`src/assert_macros.svh`:
```
// ----------------------------------------------------------------------------
// assert_macros.svh
// Concurrent assertion shorthands, clocked on clk_i and gated by rst_ni.
// ----------------------------------------------------------------------------
`ifndef ASSERT_MACROS_SVH
`define ASSERT_MACROS_SVH

`ifndef ASSERT_OFF

`define WSFD_ASSERT(lbl, prop) \
  lbl: assert property (@(posedge clk_i) disable iff (!rst_ni) (prop)) \
    else $error("assertion failed");

`define WSFD_ASSERT_IMPL(lbl, ante, cons) \
  lbl: assert property (@(posedge clk_i) disable iff (!rst_ni) (ante) |-> (cons)) \
    else $error("assertion failed");

`define WSFD_ASSERT_NEXT(lbl, ante, cons) \
  lbl: assert property (@(posedge clk_i) disable iff (!rst_ni) (ante) |=> (cons)) \
    else $error("assertion failed");

`else

`define WSFD_ASSERT(lbl, prop)
`define WSFD_ASSERT_IMPL(lbl, ante, cons)
`define WSFD_ASSERT_NEXT(lbl, ante, cons)

`endif

`endif

```
`src/wsfd_pkg.sv`:
```
// ----------------------------------------------------------------------------
// wsfd_pkg
// Shared types and constants of the WebSocket frame deframer.
// ----------------------------------------------------------------------------
package wsfd_pkg;

  localparam int unsigned FifoDepth = 4;
  localparam int unsigned FifoAw    = $clog2(FifoDepth);
  localparam int unsigned FifoCw    = $clog2(FifoDepth + 1);

  localparam logic [31:0] MaxLenReset = 32'd2097152;

  localparam logic [3:0] OpContinue = 4'h0;
  localparam logic [3:0] OpText     = 4'h1;
  localparam logic [3:0] OpBinary   = 4'h2;
  localparam logic [3:0] OpClose    = 4'h8;
  localparam logic [3:0] OpPing     = 4'h9;

  localparam logic [6:0] Len16Code = 7'd126;
  localparam logic [6:0] Len64Code = 7'd127;

  typedef enum logic [1:0] {
    KindData  = 2'd0,
    KindPing  = 2'd1,
    KindClose = 2'd2,
    KindBig   = 2'd3
  } kind_e;

  typedef struct packed {
    logic [7:0] payload_byte;
    logic       byte_valid;
    logic       frame_end;
    kind_e      kind;
  } res_t;

  typedef struct packed {
    logic       halted;
    logic [2:0] phase;
  } status_t;

endpackage

```
`src/wsfd_parser.sv`:
```
// ----------------------------------------------------------------------------
// wsfd_parser
// Front end: header/length/mask parsing, unmasking and result classification.
// ----------------------------------------------------------------------------
module wsfd_parser (
  input  logic             clk_i,
  input  logic             rst_ni,
  input  logic             cfg_we_i,
  input  logic [31:0]      cfg_wdata_i,
  input  logic             accept_i,
  input  logic [7:0]       rx_byte_i,
  output logic             push_o,
  output wsfd_pkg::res_t   res_o,
  output wsfd_pkg::status_t status_o
);
  import wsfd_pkg::*;

  localparam logic [2:0] PhHdr0    = 3'd0;
  localparam logic [2:0] PhHdr1    = 3'd1;
  localparam logic [2:0] PhExtLen  = 3'd2;
  localparam logic [2:0] PhMask    = 3'd3;
  localparam logic [2:0] PhPayload = 3'd4;

  logic [31:0] max_len_q;
  logic [2:0]  phase_q, phase_d;
  logic [3:0]  opcode_q, opcode_d;
  logic        mask_q, mask_d;
  logic [63:0] len_q, len_d;
  logic [3:0]  len_left_q, len_left_d;
  logic [31:0] key_q, key_d;
  logic [1:0]  key_cnt_q, key_cnt_d;
  logic [31:0] rem_q, rem_d;
  logic [1:0]  pos_q, pos_d;
  logic        halted_q, halted_d;

  logic        len_known;
  logic        begin_pl;
  logic [63:0] len_val;
  logic [7:0]  key_byte;
  logic [7:0]  data;
  logic        last;
  logic        is_data;

  always_comb begin
    unique case (pos_q)
      2'd0:    key_byte = key_q[31:24];
      2'd1:    key_byte = key_q[23:16];
      2'd2:    key_byte = key_q[15:8];
      default: key_byte = key_q[7:0];
    endcase
  end

  assign data    = mask_q ? (rx_byte_i ^ key_byte) : rx_byte_i;
  assign last    = (rem_q == 32'd1);
  assign is_data = (opcode_q == OpContinue) || (opcode_q == OpText) ||
                   (opcode_q == OpBinary);

  always_comb begin
    phase_d    = phase_q;
    opcode_d   = opcode_q;
    mask_d     = mask_q;
    len_d      = len_q;
    len_left_d = len_left_q;
    key_d      = key_q;
    key_cnt_d  = key_cnt_q;
    rem_d      = rem_q;
    pos_d      = pos_q;
    halted_d   = halted_q;
    len_known  = 1'b0;
    begin_pl   = 1'b0;
    len_val    = len_q;
    push_o     = 1'b0;
    res_o      = '0;

    if (accept_i && !halted_q) begin
      unique case (phase_q)
        PhHdr0: begin
          opcode_d = rx_byte_i[3:0];
          phase_d  = PhHdr1;
        end
        PhHdr1: begin
          mask_d = rx_byte_i[7];
          len_d  = '0;
          if (rx_byte_i[6:0] == Len16Code || rx_byte_i[6:0] == Len64Code) begin
            len_left_d = (rx_byte_i[6:0] == Len16Code) ? 4'd2 : 4'd8;
            phase_d    = PhExtLen;
          end else begin
            len_val   = {57'd0, rx_byte_i[6:0]};
            len_d     = len_val;
            len_known = 1'b1;
          end
        end
        PhExtLen: begin
          len_val    = {len_q[55:0], rx_byte_i};
          len_d      = len_val;
          len_left_d = len_left_q - 4'd1;
          len_known  = (len_left_q == 4'd1);
        end
        PhMask: begin
          key_d     = {key_q[23:0], rx_byte_i};
          key_cnt_d = key_cnt_q + 2'd1;
          begin_pl  = (key_cnt_q == 2'd3);
        end
        PhPayload: begin
          pos_d = pos_q + 2'd1;
          rem_d = rem_q - 32'd1;
          if (last) begin
            phase_d = PhHdr0;
          end
          if (is_data) begin
            push_o = 1'b1;
            res_o  = '{payload_byte: data, byte_valid: 1'b1, frame_end: last,
                       kind: KindData};
          end else if (opcode_q == OpPing) begin
            push_o = 1'b1;
            res_o  = '{payload_byte: data, byte_valid: 1'b1, frame_end: last,
                       kind: KindPing};
          end else if (opcode_q == OpClose && last) begin
            halted_d = 1'b1;
            push_o   = 1'b1;
            res_o    = '{payload_byte: 8'd0, byte_valid: 1'b0, frame_end: 1'b1,
                         kind: KindClose};
          end
        end
        default: begin
          phase_d = PhHdr0;
        end
      endcase

      if (len_known) begin
        if (len_val > {32'd0, max_len_q}) begin
          halted_d = 1'b1;
          push_o   = 1'b1;
          res_o    = '{payload_byte: 8'd0, byte_valid: 1'b0, frame_end: 1'b1,
                       kind: KindBig};
        end else begin
          rem_d = len_val[31:0];
          if (mask_d) begin
            key_cnt_d = 2'd0;
            phase_d   = PhMask;
          end else begin
            begin_pl = 1'b1;
          end
        end
      end

      if (begin_pl) begin
        pos_d = 2'd0;
        if (rem_d != 32'd0) begin
          phase_d = PhPayload;
        end else begin
          phase_d = PhHdr0;
          if (opcode_q == OpClose) begin
            halted_d = 1'b1;
            push_o   = 1'b1;
            res_o    = '{payload_byte: 8'd0, byte_valid: 1'b0, frame_end: 1'b1,
                         kind: KindClose};
          end else if (opcode_q == OpPing) begin
            push_o = 1'b1;
            res_o  = '{payload_byte: 8'd0, byte_valid: 1'b0, frame_end: 1'b1,
                       kind: KindPing};
          end
        end
      end
    end
  end

  always_ff @(posedge clk_i or negedge rst_ni) begin
    if (!rst_ni) begin
      max_len_q  <= MaxLenReset;
      phase_q    <= PhHdr0;
      opcode_q   <= '0;
      mask_q     <= 1'b0;
      len_q      <= '0;
      len_left_q <= '0;
      key_q      <= '0;
      key_cnt_q  <= '0;
      rem_q      <= '0;
      pos_q      <= '0;
      halted_q   <= 1'b0;
    end else begin
      if (cfg_we_i) begin
        max_len_q <= cfg_wdata_i;
      end
      phase_q    <= phase_d;
      opcode_q   <= opcode_d;
      mask_q     <= mask_d;
      len_q      <= len_d;
      len_left_q <= len_left_d;
      key_q      <= key_d;
      key_cnt_q  <= key_cnt_d;
      rem_q      <= rem_d;
      pos_q      <= pos_d;
      halted_q   <= halted_d;
    end
  end

  assign status_o = '{halted: halted_q, phase: phase_q};

endmodule

```
`src/wsfd_fifo.sv`:
```
// ----------------------------------------------------------------------------
// wsfd_fifo
// Result queue between the parser and the output channel.
// ----------------------------------------------------------------------------
module wsfd_fifo (
  input  logic                        clk_i,
  input  logic                        rst_ni,
  input  logic                        push_i,
  input  wsfd_pkg::res_t              data_i,
  output logic                        full_o,
  output logic                        valid_o,
  input  logic                        stall_i,
  output wsfd_pkg::res_t              data_o,
  output logic [wsfd_pkg::FifoCw-1:0] count_o
);
  import wsfd_pkg::*;

  res_t              mem_q [FifoDepth];
  logic [FifoAw-1:0] wr_ptr_q, rd_ptr_q;
  logic [FifoCw-1:0] cnt_q, cnt_d;
  logic              do_push, do_pop;

  assign full_o  = (cnt_q == FifoCw'(FifoDepth));
  assign valid_o = (cnt_q != '0);
  assign do_push = push_i && !full_o;
  assign do_pop  = valid_o && !stall_i;
  assign data_o  = mem_q[rd_ptr_q];
  assign count_o = cnt_q;

  always_comb begin
    cnt_d = cnt_q;
    if (do_push && !do_pop) begin
      cnt_d = cnt_q + FifoCw'(1);
    end else if (!do_push && do_pop) begin
      cnt_d = cnt_q - FifoCw'(1);
    end
  end

  always_ff @(posedge clk_i) begin
    if (do_push) begin
      mem_q[wr_ptr_q] <= data_i;
    end
  end

  always_ff @(posedge clk_i or negedge rst_ni) begin
    if (!rst_ni) begin
      wr_ptr_q <= '0;
      rd_ptr_q <= '0;
      cnt_q    <= '0;
    end else begin
      if (do_push) begin
        wr_ptr_q <= wr_ptr_q + FifoAw'(1);
      end
      if (do_pop) begin
        rd_ptr_q <= rd_ptr_q + FifoAw'(1);
      end
      cnt_q <= cnt_d;
    end
  end

endmodule

```
`src/websocket_frame_deframer_top.sv`:
```
// ----------------------------------------------------------------------------
// websocket_frame_deframer_top
// Receive-side WebSocket frame deframer: stream bytes in, payload bytes out.
// ----------------------------------------------------------------------------
// Input channel: in_valid_i / in_stall_o with rx_byte_i, one byte per transfer.
// Output channel: out_valid_o / out_stall_i with payload_byte_o, byte_valid_o,
// frame_end_o and kind_o, one result per transfer.
// Config: cfg_we_i writes cfg_wdata_i into the max frame length register.
// Header bytes, length bytes and mask bytes give no result; payload bytes of
// data and ping frames give one each; empty pings, close frames and oversize
// lengths give a single marker with frame_end set.
// Throughput: one byte per cycle while the input is not stalled. Each result
// is registered in a 4-entry result queue and can show on the output in the
// cycle after its byte transfers. The input stalls only on a full queue, so
// a stalled receiver lets up to four results collect before input backs up.
// After a close or too-large result the parser halts and drops every byte.
// Reset clears the parser, the queue and restores the 2 MiB length limit.
// ----------------------------------------------------------------------------
`include "assert_macros.svh"

module websocket_frame_deframer_top (
  input  logic        clk_i,
  input  logic        rst_ni,
  input  logic        cfg_we_i,
  input  logic [31:0] cfg_wdata_i,
  input  logic        in_valid_i,
  output logic        in_stall_o,
  input  logic [7:0]  rx_byte_i,
  output logic        out_valid_o,
  input  logic        out_stall_i,
  output logic [7:0]  payload_byte_o,
  output logic        byte_valid_o,
  output logic        frame_end_o,
  output logic [1:0]  kind_o
);
  import wsfd_pkg::*;

  logic              accept;
  logic              push;
  logic              full;
  res_t              push_res;
  res_t              head;
  status_t           status;
  logic [FifoCw-1:0] fifo_cnt;

  assign in_stall_o = full;
  assign accept     = in_valid_i && !full;

  wsfd_parser u_parser (
    .clk_i      (clk_i),
    .rst_ni     (rst_ni),
    .cfg_we_i   (cfg_we_i),
    .cfg_wdata_i(cfg_wdata_i),
    .accept_i   (accept),
    .rx_byte_i  (rx_byte_i),
    .push_o     (push),
    .res_o      (push_res),
    .status_o   (status)
  );

  wsfd_fifo u_fifo (
    .clk_i  (clk_i),
    .rst_ni (rst_ni),
    .push_i (push),
    .data_i (push_res),
    .full_o (full),
    .valid_o(out_valid_o),
    .stall_i(out_stall_i),
    .data_o (head),
    .count_o(fifo_cnt)
  );

  assign payload_byte_o = head.payload_byte;
  assign byte_valid_o   = head.byte_valid;
  assign frame_end_o    = head.frame_end;
  assign kind_o         = head.kind;

  `WSFD_ASSERT(a_cnt_bound, fifo_cnt <= FifoCw'(FifoDepth))
  `WSFD_ASSERT_IMPL(a_marker_zero, out_valid_o && !byte_valid_o,
                    payload_byte_o == 8'd0 && frame_end_o)
  `WSFD_ASSERT_IMPL(a_err_marker, out_valid_o && (kind_o == KindClose || kind_o == KindBig),
                    !byte_valid_o && frame_end_o)
  `WSFD_ASSERT_NEXT(a_err_halts, push && (push_res.kind == KindClose || push_res.kind == KindBig),
                    status.halted)
  `WSFD_ASSERT_IMPL(a_halt_quiet, status.halted, !push)

endmodule

```
`config.mk`:
```
export PLATFORM = sky130hd
export DESIGN_NAME = websocket_frame_deframer_top
export DESIGN_NICKNAME = d
export VERILOG_FILES = /design/src/wsfd_pkg.sv /design/src/wsfd_parser.sv /design/src/wsfd_fifo.sv /design/src/websocket_frame_deframer_top.sv
export VERILOG_INCLUDE_DIRS = /design/src /design/src/src
export SDC_FILE = /design/constraint.sdc
export NUM_CORES = 1
export LEC_CHECK = 0
export ABC_CLOCK_PERIOD_IN_PS = 6600
export BUFFER_PORTS_ARGS = -buffer_cell sky130_fd_sc_hd__buf_4
export CAP_MARGIN = 30
export CORE_MARGIN = 2
export CORE_UTILIZATION = 62
export DETAILED_ROUTE_END_ITERATION = 10
export PLACE_DENSITY_LB_ADDON = 0.1
export REMOVE_ABC_BUFFERS = 1
export SETUP_SLACK_MARGIN = 0.1
export SKIP_LAST_GASP = 1
export SYNTH_ARGS = -nofsm -noshare
export SYNTH_HDL_FRONTEND = slang
export SYNTH_HIERARCHICAL = 1
export SYNTH_SLANG_ARGS = --single-unit
```
`constraint.sdc`:
```
create_clock -name clk_i -period 6.6 [get_ports clk_i]
set_clock_uncertainty 0.15 [all_clocks]
set_input_delay 0.33 -clock clk_i [delete_from_list [all_inputs] [get_ports clk_i]]
set_output_delay 0.33 -clock clk_i [all_outputs]
set_load 0.01 [all_outputs]
```
# --- After elaboration in Yosys (flattened, before gate mapping) ---
# Memories as Yosys holds them, arrays and structs flattened.
# Index checks and enable logic that the tools add are counted.
word_totals:
  ff_bits: 184
  output_inout_bits: 14
  mem_count: 1
  mem_bits_rw: 48
  inputBits: 45
  elab_cells: 144
op_classes:
  n_eq_ne: 17
  bitwise: 1
  reduce_logical: 29
  addsub: 8
  n_lt_le_gt_ge: 1
  muxes: 73
memory_table:
  columns: ["memory", "words", "width", "read_ports", "rd_ports_with_merged_regs", "wr", "line_no", "rtl"]
  rows:
  - ["u_fifo.mem_q", 4, 12, 1, 0, 1, "wsfd_fifo.sv:18", "res_t mem_q [FifoDepth];"]
op_table:
  columns: ["cell", "count"]
  rows:
  - ["64-bit case mux with 2 select lines", 2]
  - ["32-bit two-way mux", 4]
  - ["64-bit two-way mux", 2]
  - ["12-bit two-way mux", 10]
  - ["64-bit by 32-bit > comparator with 1-bit output", 1]
  - ["32-bit by 1-bit equality test with 1-bit output (second input constant)", 1]
  - ["32-bit nonzero test", 1]
  - ["32-bit by 1-bit subtractor with 32-bit output (second input constant)", 1]
  - ["1-bit two-way mux", 31]
  - ["3-bit two-way mux", 10]
  - ["8-bit case mux with 3 select lines", 1]
  - ["7-bit equality test (second input constant)", 2]
  - ["2-bit two-way mux", 6]
  - ["3-bit case mux with 4 select lines", 1]
  - ["2-bit by 1-bit adder with 2-bit output (second input constant)", 4]
  - ["4-bit by 1-bit equality test with 1-bit output (second input constant)", 2]
  - ["4-bit equality test (second input constant)", 2]
  - ["4-bit two-way mux", 2]
  - ["8-bit two-way mux", 1]
  - ["4-bit case mux with 2 select lines", 1]
  - ["2-bit AND reduction", 4]
  - ["8-bit bitwise XOR", 1]
  - ["1-bit logical AND", 7]
  - ["7-bit two-way mux", 1]
  - ["other kinds (20)", 31]

# --- Depth between registers and ports, before layout ---
# Gate-level depths: netlist of the first run.
depth:
  word_depth: 18
  mapped_depth: 27
  mapped_depth_nobuf: 22

# --- Cells and area by module ---
# Netlist of the first run, hierarchy kept.
by_module_without_submodules:
  columns: ["module", "area_per_inst_um2", "instances", "seq_area_each_um2", "cells_per_inst"]
  rows:
  - ["wsfd_parser", 9831.9, 1, 4430.5, 1057]
  - ["wsfd_fifo", 2182.1, 1, 1616.6, 99]
  - ["websocket_frame_deframer_top", 13.8, 1, 0.0, 1]

# --- Least setup slack after synthesis of the first run ---
# Ideal clock, no wire load.
synth_timing:
  kind: "reg2reg"
  startpoint: "reg u_parser.phase_q[1]"
  endpoint: "reg u_fifo.cnt_q[2] (netlist: u_fifo/count_o[2])"
  slack_ns: 1.767
  n_path_buf: 4
  stages_incl_launch_ff: 25
  t_required_ns: 6.371
  setup_ns: 0.079
  t_arrival_ns: 4.604
  period_less_slack_ns: 4.833
  cell_sequence: "dfrtp_1 buf_4 nor3b_4 o21a_4 buf_6 nor2_2 a22o_1 ha_1 nand4_1 nor4_1 nand2_1 a21oi_1 and3_1 buf_2 o2bb2ai_1 nand4_1 a31oi_1 nor2b_2 buf_6 ha_1 inv_1 fa_1 xor2_1 nor2_1 xor2_1"
synth_via:
  elab_chain_cells: 15
  elab_cells_between_ends: 35
  cone_classes: "order compare: 1; eq/ne: 4; mux: 24; reduce/logical: 6"
synth_rtl:
  columns: ["item", "line_no", "rtl"]
  rows:
  - ["from (decl)", "wsfd_parser.sv:25", "logic [2:0] phase_q, phase_d;"]
  - ["from (signal assigned)", "wsfd_parser.sv:171", "phase_q <= PhHdr0;"]
  - ["from (signal assigned)", "wsfd_parser.sv:185", "phase_q <= phase_d;"]
  - ["3-bit by 2-bit equality test with 1-bit output or 3-bit by 1-bit equality test with 1-bit output (tied branches)", "wsfd_parser.sv:76", "unique case (phase_q)"]
  - ["64-bit case mux with 2 select lines", "wsfd_parser.sv:76", null]
  - ["64-bit two-way mux", "wsfd_parser.sv:75", "if (accept_i && !halted_q) begin"]
  - ["64-bit by 32-bit > comparator with 1-bit output", "wsfd_parser.sv:131", "if (len_val > {32'd0, max_len_q}) begin"]
  - ["32-bit two-way mux or 1-bit two-way mux (tied branches)", "wsfd_parser.sv:131", null]
  - ["32-bit two-way mux or 1-bit two-way mux (tied branches)", "wsfd_parser.sv:130", "if (len_known) begin"]
  - ["32-bit two-way mux or 1-bit two-way mux (tied branches)", "wsfd_parser.sv:75, wsfd_parser.sv:158", null]
  - ["32-bit nonzero test or 1-bit two-way mux (tied branches)", "wsfd_parser.sv:149, wsfd_parser.sv:153", null]
  - ["1-bit two-way mux", "wsfd_parser.sv:149", "if (rem_d != 32'd0) begin"]
  - ["1-bit two-way mux *", "wsfd_parser.sv:147", "if (begin_pl) begin"]
  - ["1-bit two-way mux *", "wsfd_parser.sv:75", null]
  - ["net push", "websocket_frame_deframer_top.sv:39", "logic push;"]
  - ["1-bit logical AND *", "wsfd_fifo.sv:25", "assign do_push = push_i && !full_o;"]
  - ["net u_fifo.do_push", "wsfd_fifo.sv:21", "logic do_push, do_pop;"]
  - ["1-bit logical NOT", "wsfd_fifo.sv:34", "end else if (!do_push && do_pop) begin"]
  - ["1-bit logical AND", "wsfd_fifo.sv:34", null]
  - ["2-bit nonzero test (no line)", null, null]
  - ["to (signal assigned)", "wsfd_fifo.sv:57", "cnt_q <= cnt_d;"]
  - ["to (decl)", "wsfd_fifo.sv:20", "logic [FifoCw-1:0] cnt_q, cnt_d;"]
# The timed path passes the listed nets; every way through them passes the cells marked *. The select of a mux whose other input is x is not followed.
# A chain may end at the register's enable or synchronous reset.

# --- Worst setup path in the final report of the first run ---
layout_timing:
  startpoint: "reg u_parser.phase_q[1]"
  endpoint: "reg u_fifo.cnt_q[2] (netlist: u_fifo/count_o[2])"
layout_via:
  elab_chain_cells: 15
  elab_cells_between_ends: 35
  cone_classes: "order compare: 1; eq/ne: 4; mux: 24; reduce/logical: 6"
layout_rtl:
  columns: ["item", "line_no"]
  rows:
  - ["3-bit by 2-bit equality test with 1-bit output or 3-bit by 1-bit equality test with 1-bit output (tied branches)", "wsfd_parser.sv:76"]
  - ["64-bit case mux with 2 select lines", "wsfd_parser.sv:76"]
  - ["64-bit two-way mux", "wsfd_parser.sv:75"]
  - ["64-bit by 32-bit > comparator with 1-bit output", "wsfd_parser.sv:131"]
  - ["32-bit two-way mux or 1-bit two-way mux (tied branches)", "wsfd_parser.sv:131"]
  - ["32-bit two-way mux or 1-bit two-way mux (tied branches)", "wsfd_parser.sv:130"]
  - ["32-bit two-way mux or 1-bit two-way mux (tied branches)", "wsfd_parser.sv:75, wsfd_parser.sv:158"]
  - ["32-bit nonzero test or 1-bit two-way mux (tied branches)", "wsfd_parser.sv:149, wsfd_parser.sv:153"]
  - ["1-bit two-way mux", "wsfd_parser.sv:149"]
  - ["1-bit two-way mux *", "wsfd_parser.sv:147"]
  - ["1-bit two-way mux *", "wsfd_parser.sv:75"]
  - ["net push", "websocket_frame_deframer_top.sv:39"]
  - ["1-bit logical AND *", "wsfd_fifo.sv:25"]
  - ["1-bit logical NOT", "wsfd_fifo.sv:34"]
  - ["1-bit logical AND", "wsfd_fifo.sv:34"]
  - ["2-bit nonzero test (no line)", null]
# Marked as above.

==> results_dict.tcl, run 1 <==
set metrics [dict create \
    status "finished clean" \
    setup_viol 0 \
    clkLatencyLatePin_ns 0.52 \
    grt_antenna_before_repair 0 \
    setup_tns_ns 0 \
    sequentialPowerShare_pct 39.6 \
    intPower_mw 3.46 \
    viasPerCell 6.26 \
    final_cells 1508 \
    ir_drop_uv 264 \
    p_leak_nw 5.95 \
    syn_area_sq_um 12000 \
    coreArea_sq_um 18900 \
    critical_path.cell_chain "or3b_2 -> nand2_1 -> o21ai_0 -> ha_1 -> nand4_1 -> nor3_1 -> a221oi_1 -> o21ai_0 -> a21oi_1 -> and3_1 -> o2bb2ai_1 -> nand4_1 -> a31oi_1 -> nor2b_2 -> ha_1 -> inv_1 -> fa_1 -> xor2_1 -> nor2_1 -> xor2_1" \
    place_inst 1420 \
    grt_pass1_vias 8912 \
    hold_path.class "in2reg" \
    grt_max_degree 71 \
    port_buffers 58 \
    ant_nets 0 \
    clkTransAtPathRegs_ns 0.06 \
    syn_to_final_growth_pct 15.2 \
    worst-path-max-fanout 24 \
    cts-root-buf "clkbuf_16" \
    post-route-min-period_ns 5.98 \
    diodes 0 \
    required_ns 6.89 \
    drtIter0Drc 828 \
    stdcell_area_sq_um 13800 \
    cp_slowest_cell "o21ai_0" \
    power.switching_mw 2.18 \
    min_period_over_period_pct 90.7 \
    crit_type "reg2reg" \
    firstDrtPassIters 5 \
    grt_usage_pct 30.7 \
    fillers 1347 \
    gp_congestion 0.985 \
    dieHeight_um 143 \
    slew_violations 0 \
    p_per_area_nw_per_um2 408 \
    dp_hpwl_mm 21.3 \
    combPwrFrac_pct 37.0 \
    die_x_um 143 \
    rsz0062_at_grt "false" \
    cts.sinks 232 \
    cts_buffers 24 \
    drt_wl_total_mm 30.9 \
    finalHoldViolCount 0 \
    synth_cells 1156 \
    fin_nets 1323 \
    slew-limit-headroom_pct 41.0 \
    drc 0 \
    routedWlPerCell_um 20.5 \
    start_kind "flop" \
    syn-mean-instance-area_sq_um 10.4 \
    whs_ns 0.0574 \
    p_clk_share_pct 23.4 \
    die_area_sq_um 20500 \
    htreeDepth 1 \
    initial_utilization_pct 63.6 \
    placementRows 50 \
    cp.arrival_ns 6.27 \
    reg2reg_slack_ns 0.62 \
    post_dp_cell_area_sq_um 12600 \
    routed-via-count 9439 \
    worst_pin_slew_ns 0.877 \
    p_total_mw 5.64 \
    drive_above_1_share_pct 15.9 \
    p_sw_share_pct 38.6 \
    yosysWarnings 6 \
    seq_area_sq_um 6050 \
    overflow 0 \
    cts_tree "yes" \
    maxCapViolCount 0 \
    grt_pass1_wl_mm 49.0 \
    ctsLongestPathBuffers 3 \
    end_kind "flop" \
    multiInputGateArea_sq_um 5440 \
    slowest_delay_ns 0.66 \
    ioPinCount 59 \
    clock.fmax_mhz 167 \
]
==> final cells by class <==
class	count	share of cell area [%]
clock buffer	35	5.01
clock inverter	8	0.614
inverter	64	1.73
multi-input combinational	793	39.3
sequential	232	43.7
tap	260	2.35
timing repair buffer	116	7.31
==> flip-flops by register name, summed over array words and instances (netlist names), 3 cells and up <==
name and flops:
u_fifo/count_o 3, u_fifo/mem_q 48, u_parser/key_q 32, u_parser/len_left_q 4, u_parser/len_q 64, u_parser/max_len_q 32
u_parser/opcode_q 4, u_parser/phase_q 3, u_parser/rem_q 32
==> layer usage <==
layer | GRT usage, % | vias to the layer above | share of wire [%]
met1 | 47.8 | 4625 | 46
met4 | 8.20 | 0 | 2.3
met3 | 3.19 | 54 | 6.9
met5 | 0 | - | 0
met2 | 46.1 | 392 | 45
li1 | - | 4368 | -
==> path summary, 6_finish.rpt <==
| path | end | depth (start not counted) | startpoint |
|---|---|---|---|
| min in group asynchronous | u_parser/len_q[56] | 2 | rst_ni |
| hold reg to reg | u_parser/key_cnt_q[0] | 1 | u_parser/key_cnt_q[0] |
| hold / removal | u_parser/halted_q | 4 | in_valid_i |
| setup / recovery | u_fifo/count_o[2] | 20 | u_parser/phase_q[1] |
| setup reg to reg | u_fifo/count_o[2] | 20 | u_parser/phase_q[1] |
| max in group asynchronous | u_parser/rem_q[1] | 3 | rst_ni |
==> cells in the final DEF (no fill, tap or decap), types with 6 or more instances in the layout <==
master / instances
nand2_1: 137
edfxtp_1: 48
o22ai_1: 7
dlygate4sd3_1: 42
a22o_1: 74
o21ai_0: 104
clkbuf_1: 8
buf_4: 71
nand4_1: 18
a222oi_1: 8
nor4_1: 25
clkbuf_16: 26
nor3_1: 22
xnor2_1: 11
nand3_1: 13
and3_1: 6
mux2_2: 40
mux4_2: 12
a22oi_1: 7
o21ai_1: 7
inv_1: 64
a21oi_1: 71
xor2_1: 13
dfrtp_1: 183
ha_1: 46
or2_2: 8
nor2_1: 62
==> critical path, delay by kind of cell (launching register included) <==
kind	cells	cell delay (ns)
compound gates	6	1.86
xor+xnor	2	0.31
fa+ha+maj	3	1.02
buf+inv	1	0.07
flops	1	0.53
simple gates	8	1.94
==> per-stage QoR <==
stage	setup slack, ns	utilization, %
floorplan	0.577	-
global placement	0.751	66.6
detailed placement	0.701	66.8
CTS	0.566	73.1
global route	0.166	73.3
finish	0.616	73.3
==> power groups by stage <==
stage,sequential (mW),clock (mW),combinational (mW)
global route,2.28,1.40,2.29
detailed placement,2.24,0,2.00
floorplan,2.09,0,1.40
CTS,2.22,1.35,2.04
global placement,2.23,0,1.95
finish,2.23,1.32,2.09
==> repair_timing <==
action                     CTS  global route
hold endpoints to repair   102             0
setup endpoints to repair    0             1
setup buffers                0             3
hold buffers                42             0
gates resized for setup      0             1
(Power assumes the default switching activity.)
==> run 2: changes to the inputs <==
Settings changed: ABC_AREA set to 1.
==> results_dict.tcl, run 2 <==
set metrics [dict create \
    status "finished clean" \
    setup.worst_path.start "u_parser/phase_q[2]" \
    yosysWarnings 6 \
    placementRows 52 \
    gp_congestion 0.939 \
    end_kind "flop" \
    hold_path.class "in2reg" \
    drive_above_1_share_pct 10.9 \
    port_buffers 58 \
    drtIter0Drc 895 \
    htreeDepth 1 \
    final_common_cell "nand2_1" \
    place_inst 1900 \
    required_ns 6.86 \
    largest_reg_flops 64 \
    p_leak_nw 7.01 \
    syn_area_sq_um 13000 \
    crit_top_cell "nand2_1" \
    fillers 1585 \
    syn_to_final_growth_pct 14.0 \
    clock.fmax_mhz 170 \
    grt_pass1_wl_mm 53.8 \
    hold_path_startpoint "rx_byte_i[4]" \
    dieHeight_um 149 \
    ctsLongestPathBuffers 3 \
    start_kind "flop" \
    worst-path-max-fanout 23 \
    p_total_mw 3.39 \
    post-cts-setup-buffers 0 \
    regMostFlops "u_parser/len_q" \
    grt_max_degree 123 \
    min_period_over_period_pct 89.2 \
    worst_pin_slew_ns 0.858 \
    cp.arrival_ns 6.15 \
    firstDrtPassIters 5 \
    drc 0 \
    die_area_sq_um 22100 \
    clkTransAtPathRegs_ns 0.06 \
    pre_cts_ws_ns 0.662 \
    slowest_delay_ns 0.50 \
    diodes 0 \
    grt_antenna_before_repair 0 \
    cts_tree "yes" \
    final_cell_mix "nand2_1, inv_1, o21ai_0" \
    largestRegisters "u_parser/len_q x64, u_fifo/mem_q x48" \
    slew-limit-headroom_pct 42.3 \
    dp_hpwl_mm 22.8 \
    stdcell_area_sq_um 14800 \
    whs_ns 0.0185 \
    finalWorstSetupSlack_ns 0.711 \
    seq_area_sq_um 6050 \
    p_per_area_nw_per_um2 229 \
    routed-via-count 11020 \
    ant_nets 0 \
    viasPerCell 5.55 \
    cts.sinks 232 \
    r2r-start "u_parser/phase_q[2]" \
    crit_type "reg2reg" \
    drt_wl_total_mm 33.2 \
    final_cells 1984 \
    cp_slowest_cell "dfrtp_1" \
    rsz0062_at_grt "false" \
    syn-mean-instance-area_sq_um 8.00 \
    post_dp_cell_area_sq_um 13500 \
    maxCapViolCount 0 \
    grt_usage_pct 30.6 \
    synth_cells 1620 \
    coreArea_sq_um 20400 \
    setup_tns_ns 0 \
    slew_violations 0 \
    finalHoldViolCount 0 \
    cts_buffers 26 \
    fin_nets 1786 \
    grt_pass1_vias 10434 \
    routedWlPerCell_um 16.7 \
    reg2reg_slack_ns 0.71 \
    setup_viol 0 \
    multiInputGateArea_sq_um 5740 \
    ioPinCount 59 \
    ir_drop_uv 196 \
    post-route-min-period_ns 5.89 \
    fin_util_pct 72.6 \
    initial_utilization_pct 63.6 \
    overflow 0 \
    die_x_um 149 \
    cts-root-buf "clkbuf_16" \
    clkLatencyLatePin_ns 0.53 \
]
run 2: worst paths after layout:
check	to	cells after the start
setup / recovery	u_fifo/count_o[2]	33
hold / removal	u_parser/key_q[4]	3
setup reg to reg	u_fifo/count_o[2]	33
hold reg to reg	u_parser/halted_q	2
max in group asynchronous	u_fifo/wr_ptr_q[0]	4
min in group asynchronous	u_parser/key_q[15]	2
run 2: layer usage:
layer | vias to the layer above | global-route usage (%) | part of all wire [%]
met1 | 5193 | 41.5 | 43
met2 | 366 | 52.4 | 49
met3 | 73 | 3.62 | 5.2
met5 | - | 0 | 0
met4 | 0 | 8.67 | 3.1
li1 | 5388 | - | -
run 2: final cells by class:
| class | instances | area share, % |
|---|---|---|
| clock buffer | 41 | 5.41 |
| clock inverter | 7 | 0.423 |
| inverter | 223 | 5.67 |
| multi-input combinational | 1101 | 38.9 |
| sequential | 232 | 40.9 |
| tap | 270 | 2.29 |
| timing repair buffer | 110 | 6.44 |
run 2: report_power, final:
part	internal [mW]	switching, mW
clock network	0.868	0.571
registers	1.49	0.0335
logic	0.173	0.251
total	2.53	0.855
run 2: repair_timing:
action | CTS | global route
endpoints found under the setup margin | 0 | 2
hold endpoints to repair | 155 | 0
gates resized for setup | 0 | 1
hold buffers | 35 | 0
run 2: critical path: cells and delay by family, from the launching register on:
kind	cells	cell delay (ns)
AOI/OAI and AO/OA	1	0.26
buffers and inverters	6	0.90
adders and majority gates	3	0.87
DFF	1	0.50
and+or+nand+nor	23	3.08
==> run 3: changes to the inputs <==
Settings changed: CAP_MARGIN 30 to 0, CORE_UTILIZATION 62 to 50.
==> results_dict.tcl, run 3 (synthesis results as in run 2) <==
set metrics [dict create \
    diodes 0 \
    crit_top_cell "nand2_1" \
    maxCapViolCount 0 \
    syn_to_final_growth_pct 14.8 \
    largestRegisters "u_parser/len_q x64, u_fifo/mem_q x48" \
    slowest_delay_ns 0.49 \
    largest_reg_flops 64 \
    setup_viol 0 \
    viasPerCell 5.28 \
    overflow 0 \
    min_period_over_period_pct 89.5 \
    grt_pass1_vias 10104 \
    coreArea_sq_um 25300 \
    clock.fmax_mhz 169 \
    drtIter0Drc 847 \
    die_x_um 165 \
    hold_depth 3 \
    ctsLongestPathBuffers 3 \
    final_common_cell "nand2_1" \
    slew-limit-headroom_pct 31.0 \
    final_cell_mix "nand2_1, inv_1, o21ai_0" \
    cp.arrival_ns 6.18 \
    ant_nets 0 \
    port_buffers 58 \
    p_per_area_nw_per_um2 229 \
    worst-path-max-fanout 35 \
    cts_buffers 27 \
    regMostFlops "u_parser/len_q" \
    end_kind "flop" \
    crit_type "reg2reg" \
    firstDrtPassIters 6 \
    start_kind "flop" \
    htreeDepth 1 \
    wl_met2_mm 15.9 \
    drive_above_1_share_pct 11.0 \
    placementRows 58 \
    routed-via-count 10827 \
    grt_max_degree 129 \
    grt_pass1_wl_mm 53.6 \
    cts.sinks 232 \
    required_ns 6.87 \
    fillers 2291 \
    clkLatencyLatePin_ns 0.54 \
    worst_pin_slew_ns 1.04 \
    ir_drop_uv 277 \
    ioPinCount 59 \
    setup_tns_ns 0 \
    status "finished clean" \
    hold_path.class "in2reg" \
    routedWlPerCell_um 16.2 \
    wl_met3_mm 1.58 \
    p_total_mw 3.41 \
    grt_usage_pct 25.0 \
    top_layer_used "met4" \
    dieHeight_um 165 \
    clkTransAtPathRegs_ns 0.06 \
    p_leak_nw 7.01 \
    cts_tree "yes" \
    cp_slowest_cell "dfrtp_1" \
    initial_utilization_pct 51.2 \
    r2r_cells 30 \
    cts-root-buf "clkbuf_16" \
    post-route-min-period_ns 5.91 \
    drt_wl_total_mm 33.2 \
    slew_violations 0 \
    gp_congestion 0.938 \
    finalHoldViolCount 0 \
    final_cells 2052 \
    dp_hpwl_mm 23.3 \
    rsz0062_at_grt "false" \
    met1Wirelength_mm 14.9 \
    fin_nets 1793 \
    place_inst 1963 \
    drc 0 \
    die_area_sq_um 27200 \
    post-cts-setup-buffers 0 \
    grt_antenna_before_repair 0 \
    whs_ns 0.0329 \
]
==> run 3: path summary, 6_finish.rpt <==
check	startpoint	end	slack, ns
worst max-delay path	u_parser/phase_q[2]	u_fifo/count_o[2]	0.69
worst min-delay path	rx_byte_i[1]	u_parser/opcode_q[1]	0.03
worst max register to register	u_parser/phase_q[2]	u_fifo/count_o[2]	0.69
worst min register to register	u_parser/halted_q	u_parser/halted_q	0.31
max in group asynchronous	rst_ni	u_parser/rem_q[21]	4.55
min in group asynchronous	rst_ni	u_parser/key_q[26]	0.38
==> run 3: layout make-up <==
class | count | area [sq um] | area share [%]
inverter | 223 | 838 | 5.63
timing repair buffer | 116 | 975 | 6.55
multi-input combinational | 1101 | 5740 | 38.6
clock inverter | 13 | 124 | 0.832
tap | 330 | 413 | 2.77
sequential | 232 | 6050 | 40.6
clock buffer | 37 | 744 | 5.00
==> run 3: critical path, delay by kind of cell, from the launching register on <==
kind | cells | cell delay [ns]
AOI/OAI and AO/OA | 2 | 0.71
adders and majority gates | 3 | 0.83
DFF | 1 | 0.49
buffers and inverters | 4 | 0.48
and+or+nand+nor | 21 | 3.08
==> run 3: power by group <==
group / total (mW) / internal [mW] / switching (mW)
sequential: 1.53 / 1.49 / 0.0331
combinational: 0.421 / 0.173 / 0.248
clock: 1.46 / 0.867 / 0.596
total: 3.41 / 2.53 / 0.877
==> run 3: layer usage <==
metal | track usage, % | up-vias
li1 | - | 5407
met1 | 34.7 | 5065
met2 | 42.5 | 301
met3 | 2.71 | 54
met4 | 5.45 | 0
met5 | 0 | -
==> run 3: what timing repair did <==
item	4_1_cts	5_1_grt
endpoints found under the setup margin	0	2
endpoints found under the hold margin	168	0
resized for setup	0	1
hold buffers	39	0
==> run 3: stage by stage <==
| stage | setup WS, ns | util (%) | instance area, sq um |
|---|---|---|---|
| floorplan | 0.706 | - | 12600 |
| global placement | 0.649 | 53.8 | 13600 |
| detailed placement | 0.548 | 53.8 | 13600 |
| CTS | 0.498 | 58.8 | 14900 |
| global route | 0.125 | 58.8 | 14900 |
| finish | 0.691 | 58.8 | 14900 |
